## config.mk

```make
export PLATFORM = sky130hd
export DESIGN_NAME = gbi_iter_unit
export DESIGN_NICKNAME = d
export VERILOG_FILES = /design/src/rtl/gravity_body_integrator_unit_assert.svh /design/src/rtl/gbi_pkg.sv /design/src/rtl/gbi_iter_unit.sv
export SDC_FILE = /design/constraint.sdc
export NUM_CORES = 1
export LEC_CHECK = 0
export BUFFER_PORTS_ARGS = -buffer_cell sky130_fd_sc_hd__buf_2
export CAP_MARGIN = 20
export CORE_MARGIN = 2
export CORE_UTILIZATION = 30
export CTS_CLUSTER_SIZE = 24
export DETAILED_ROUTE_END_ITERATION = 6
export SYNTH_ARGS = -nofsm -noshare
export SYNTH_HDL_FRONTEND = slang
export SYNTH_SLANG_ARGS = --single-unit
```

## constraint.sdc

```tcl
create_clock -name clk -period 11.7 [get_ports clk]
set_clock_uncertainty 0.2 [all_clocks]
set_input_delay 1.17 -clock clk [delete_from_list [all_inputs] [get_ports clk]]
set_output_delay 1.17 -clock clk [all_outputs]
set_load 0.02 [all_outputs]
```

## src/rtl/gravity_body_integrator_unit_assert.svh

```systemverilog
// Assertion macros for the gravity body integrator.
// Needs clk and arst_n in the scope where the macros are used.
`ifndef GRAVITY_BODY_INTEGRATOR_UNIT_ASSERT_SVH
`define GRAVITY_BODY_INTEGRATOR_UNIT_ASSERT_SVH

// Same-cycle implication.
`define GBI_ASSERT_IMP(lbl, ante, cons) \
	lbl: assert property (@(posedge clk) disable iff (!arst_n) (ante) |-> (cons)) \
		else $error("gbi assertion failed");

// Next-cycle implication.
`define GBI_ASSERT_NXT(lbl, ante, cons) \
	lbl: assert property (@(posedge clk) disable iff (!arst_n) (ante) |=> (cons)) \
		else $error("gbi assertion failed");

`endif

```

## src/rtl/gbi_pkg.sv

```systemverilog
// Shared types, codes and helpers for the gravity body integrator.
// No dependencies.
package gbi_pkg;

	typedef enum logic [1:0] {
		REQ_INTERACT = 2'd0,
		REQ_TICK     = 2'd1,
		REQ_CLEAR    = 2'd2,
		REQ_NOP      = 2'd3
	} req_t;

	localparam logic [1:0] CFG_MASS = 2'd0;
	localparam logic [1:0] CFG_SPIN = 2'd1;

	// 0.1 in Q16.16
	localparam logic [12:0] TENTH_Q16 = 13'd6554;
	localparam logic [31:0] SAT_MAX   = 32'h7FFF_FFFF;
	localparam logic [31:0] SAT_MIN   = 32'h8000_0000;
	localparam logic [31:0] MASS_RST  = 32'd6553600;

	typedef enum logic {
		OP_DIV  = 1'b0,
		OP_SQRT = 1'b1
	} unit_op_t;

	typedef struct packed {
		logic         start;
		unit_op_t     op;
		logic [63:0]  opnd;     // radicand, or initial remainder for divide
		logic [30:0]  low;      // numerator bits shifted in by divide
		logic [63:0]  divisor;
	} unit_req_t;

	typedef struct packed {
		logic         busy;
		logic         done;
		logic         sat;      // quotient would need 32 bits or more
		logic [31:0]  result;
	} unit_rsp_t;

	// Clamp a signed 34-bit value to signed 32 bits.
	function automatic logic [31:0] sat32(input logic [33:0] v);
		logic [31:0] r;
		if (!v[33] && (v[32:31] != 2'b00)) begin
			r = SAT_MAX;
		end else if (v[33] && (v[32:31] != 2'b11)) begin
			r = SAT_MIN;
		end else begin
			r = v[31:0];
		end
		return r;
	endfunction

endpackage

```

## src/rtl/gbi_iter_unit.sv

```systemverilog
// Shared iterative unit: restoring square root (two bits a step) and
// restoring divide with 31 quotient bits. Depends on gbi_pkg.
module gbi_iter_unit (
	input  logic              clk,
	input  logic              arst_n,
	input  gbi_pkg::unit_req_t req,
	output gbi_pkg::unit_rsp_t rsp
);
	import gbi_pkg::*;

	logic [65:0] rem_q;
	logic [63:0] src_q;
	logic [63:0] div_q;
	logic [31:0] quo_q;
	logic [5:0]  cnt_q;
	logic        busy_q, done_q, chk_q, sat_q;
	unit_op_t    op_q;

	logic [65:0] opa, opb;
	logic [66:0] diff;
	logic        ge;

	// Select operands for the one subtractor
	always_comb begin
		opa = '0;
		opb = '0;
		if (op_q == OP_SQRT) begin
			opa = {rem_q[63:0], src_q[63:62]};
			opb = {32'b0, quo_q, 2'b01};
		end else if (chk_q) begin
			opa = rem_q;
			opb = {2'b0, div_q};
		end else begin
			opa = {rem_q[64:0], src_q[30]};
			opb = {2'b0, div_q};
		end
		diff = {1'b0, opa} - {1'b0, opb};
		ge   = !diff[66];
	end

	// Sequence control
	always_ff @(posedge clk or negedge arst_n) begin
		if (!arst_n) begin
			busy_q <= 1'b0;
			done_q <= 1'b0;
			chk_q  <= 1'b0;
			cnt_q  <= '0;
		end else if (req.start) begin
			busy_q <= 1'b1;
			done_q <= 1'b0;
			chk_q  <= (req.op == OP_DIV);
			cnt_q  <= (req.op == OP_SQRT) ? 6'd32 : 6'd31;
		end else if (busy_q) begin
			done_q <= 1'b0;
			if (chk_q) begin
				chk_q <= 1'b0;
			end else begin
				cnt_q <= cnt_q - 6'd1;
				if (cnt_q == 6'd1) begin
					busy_q <= 1'b0;
					done_q <= 1'b1;
				end
			end
		end else begin
			done_q <= 1'b0;
		end
	end

	// Datapath: load, then one digit a cycle (a divide first checks for overflow)
	always_ff @(posedge clk) begin
		if (req.start) begin
			op_q  <= req.op;
			div_q <= req.divisor;
			quo_q <= '0;
			sat_q <= 1'b0;
			if (req.op == OP_SQRT) begin
				rem_q <= '0;
				src_q <= req.opnd;
			end else begin
				rem_q <= {2'b0, req.opnd};
				src_q <= {33'b0, req.low};
			end
		end else if (busy_q) begin
			if (op_q == OP_SQRT) begin
				rem_q <= ge ? diff[65:0] : opa;
				quo_q <= {quo_q[30:0], ge};
				src_q <= {src_q[61:0], 2'b00};
			end else if (chk_q) begin
				sat_q <= ge;
			end else begin
				rem_q <= ge ? diff[65:0] : opa;
				quo_q <= {quo_q[30:0], ge};
				src_q <= {src_q[62:0], 1'b0};
			end
		end
	end

	assign rsp.busy   = busy_q;
	assign rsp.done   = done_q;
	assign rsp.sat    = sat_q;
	assign rsp.result = quo_q;

endmodule

```

==> impl_metrics.json <==
{
  "stdcell_count": 2596,
  "finalSetupTns_ns": 0,
  "power.density_mw_per_mm2": 237,
  "clock_latency_ns": 0.57,
  "cts_tree": "yes",
  "cts.clk_slew.worst_paths_ns": 0.07,
  "path_class": "reg2reg",
  "drive_gt1_share_pct": 15.0,
  "die_area_mm2": 0.0564,
  "synth_top_area_share_pct": 35.8,
  "drtPass1Iterations": 5,
  "cts-root-buf": "clkbuf_16",
  "status": "completed",
  "port_buffers": 197,
  "reg2reg_depth": 17,
  "end_kind": "flop",
  "wl_per_cell_um": 19.5,
  "worst-path-buf-inv": 2,
  "antenna_found_initial": 7,
  "netlist_top_cells_area": "edfxtp_1 (36%), mux2i_1 (11%), o21ai_0 (6.2%)",
  "syn-num-nets": 1991,
  "fp-row-count": 85,
  "die_y_um": 238,
  "setup_violations": 0,
  "fillCellCount": 5474,
  "r2r-start": "chk_q",
  "max_stage_delay_ns": 0.72,
  "required_ns": 11.78,
  "yosysTopAreaCell": "edfxtp_1",
  "viasPerCell": 5.38,
  "crit_chain": "buf_4 > mux2i_1 > nor2_1 > a21oi_1 > ha_1 > fa_1 > nand2b_1 > a21oi_1 > o2111a_1 > o211ai_1 > nand2_1 > o21ai_1 > o31a_2 > buf_4 > nor2_1 > a211oi_1 > a21oi_1",
  "regToRegEndpoint": "rem_q[26]",
  "slowest_stage": "buf_4",
  "cp-startpoint": "chk_q",
  "grt_pass1_vias": 13300,
  "netlist_instances": 1761,
  "drc": 0,
  "synth_commonest_cells": "nand2_1 (215), o21ai_0 (202), edfxtp_1 (195), mux2i_1 (177), a21oi_1 (152)",
  "core_mm2": 0.0538,
  "tightestPinTransition_ns": 1.04,
  "period_needed_ns": 5.92,
  "die_w_um": 238,
  "p_leak_nw": 7.65,
  "drt_iter0_drc": 1213,
  "crit_cells": 17,
  "ys_seq_elements": 237,
  "ys_warn_count": 0,
  "hp-class": "in2async",
  "start_util_pct": 30.4,
  "synth_ff_type": "edfxtp_1",
  "cts_inserted_buffers": 28,
  "seq_area_mm2": 0.00675,
  "synth_edf_count": 195,
  "ctsLongestPathBuffers": 3,
  "place.gp.congestion": 0.913,
  "wl_um": 50600,
  "io_pins": 198,
  "vias": 14000,
  "drv_slew": 0,
  "crit_path_frequent_cell": "a21oi_1",
  "max-slew-margin-rel_pct": 30.4,
  "netlist_area_mm2": 0.0164,
  "worst_slack_ns": 5.78,
  "startpoint_type": "flop",
  "cp_max_fo": 50,
  "dp_hpwl_um": 37200,
  "pre_cts_slack_ns": 5.85,
  "synth_area_per_cell_um2": 9.29,
  "cts_sinks": 237,
  "synth-seq-area-share_pct": 41.2,
  "cts_resized": 0,
  "async_reset_ff_share_pct": 3.80,
  "cts_setup_buffers": 0,
  "postCtsHoldBufs": 0,
  "maxCapViolCount": 0,
  "fin_crit_sh_pct": 50.6,
  "critPathCapture": "rem_q[26]",
  "rsz0062_at_grt": "false",
  "grt_overflow_total": 0,
  "track_usage_pct": 17.2,
  "place_inst": 2541,
  "grt_max_degree": 224,
  "postRouteAntennaNets": 0,
  "syn2layout_area_growth_pct": 15.1,
  "fmax_mhz": 169,
  "multi_input_area_mm2": 0.00902,
  "worstPathArrival_ns": 6.00,
  "yosysMostFrequentCell": "nand2_1",
  "reg2reg_slack_ns": 5.78,
  "power_mw": 4.47,
  "peakVddDrop_v": 0.000121,
  "h-tree-depth": 1,
  "cp_top_family": "compound AO/OA/AOI/OAI gates",
  "grt_pass1_wl_um": 76800,
  "finalHoldViolCount": 0,
  "fin_nets": 2105,
  "synth.distinct_cells": 74
}
-- metrics by stage --
stage	area (um^2)	util, %	hold slack, ns
2_1_floorplan	16400	-	0.293
3_3_place_gp	17900	33.2	0.305
3_5_place_dp	17900	33.2	0.310
4_1_cts	18800	35.0	0.226
5_1_grt	18800	35.0	0.252
6_report	18800	35.0	0.262
-- placed cells by master (no fill, tap or decap), types with 5 or more instances in the layout --
master / count
nand3_1: 10
nand4_1: 22
o311a_1: 7
xor2_1: 22
a22oi_1: 5
nand2b_1: 51
mux2i_1: 177
clkinv_2: 7
o21ai_0: 202
buf_4: 13
a211oi_1: 38
clkbuf_16: 32
xnor2_1: 35
o211ai_1: 5
a21oi_1: 152
edfxtp_1: 195
o31ai_1: 7
ha_1: 66
nor3_1: 22
inv_1: 29
o21bai_1: 16
nor4_1: 5
nand2_1: 215
dfrtp_1: 8
a22o_1: 33
dfxtp_1: 33
nor2_1: 88
or3_1: 10
a21boi_0: 7
o21a_1: 8
buf_2: 196
a21o_1: 30
nand3b_1: 13
nor2b_1: 40
-- kinds of logic (layout without fill, tap and decap cells) --
kind of cell	count (synthesis)	after routing	synth area share, %
buf+inv	157	293	3.76
simple gates	505	505	14.7
other cells	0	3	0
xor+xnor	57	57	3.05
compound gates	557	557	21.0
flops	237	237	41.2
fa+ha+maj	67	67	5.17
mux	181	181	11.1
-- worst min-delay path by stage --
stage | start | to
6_report | arst_n | busy_q
5_1_grt | arst_n | cnt_q[5]
4_1_cts | arst_n | cnt_q[4]
3_5_place_dp | quo_q[12] | quo_q[13]
3_3_place_gp | quo_q[16] | quo_q[17]
2_1_floorplan | sat_q | sat_q
-- per-layer routing --
| metal | vias up | GRT usage [%] | share of wire, % |
|---|---|---|---|
| li1 | 6737 | - | - |
| met1 | 6715 | 25.9 | 50 |
| met3 | 82 | 2.55 | 5.9 |
| met5 | - | 0 | 0.077 |
| met2 | 433 | 25.2 | 42 |
| met4 | 8 | 5.07 | 2.4 |
-- layout make-up --
type	count	share of cell area, %
multi-input cells	1367	47.9
flip-flops and latches	237	35.8
inverters	30	0.611
repair buffers	211	5.91
well taps	696	4.62
clock inverters	13	0.558
diodes	3	0.0399
clock buffers	39	4.55
-- sequential cells by signal (all words and copies together) (netlist names) --
name / flops
quo_q: 32
rem_q: 66
chk_q: 1
done_q: 1
div_q: 64
src_q: 64
sat_q: 1
busy_q: 1
cnt_q: 6
op_q: 1
-- power by group --
part / leakage [nW] / internal [mW] / total (mW) / switching, mW
logic: 4.74 / 0.896 / 2.28 / 1.38
registers: 2.43 / 1.14 / 1.27 / 0.126
clock network: 0.481 / 0.535 / 0.915 / 0.380
total: 7.65 / 2.57 / 4.47 / 1.89
-- worst reg2reg max path: cells and delay by family, from the launching register on --
family                     cells  cell delay (ns)
AOI/OAI and AO/OA              8             2.35
adders and majority gates      2             0.44
buffers and inverters          2             1.23
DFF                            1             0.66
muxes                          1             0.31
and+or+nand+nor                4             0.47
Note: power is estimated with default switching activity, not from simulation.
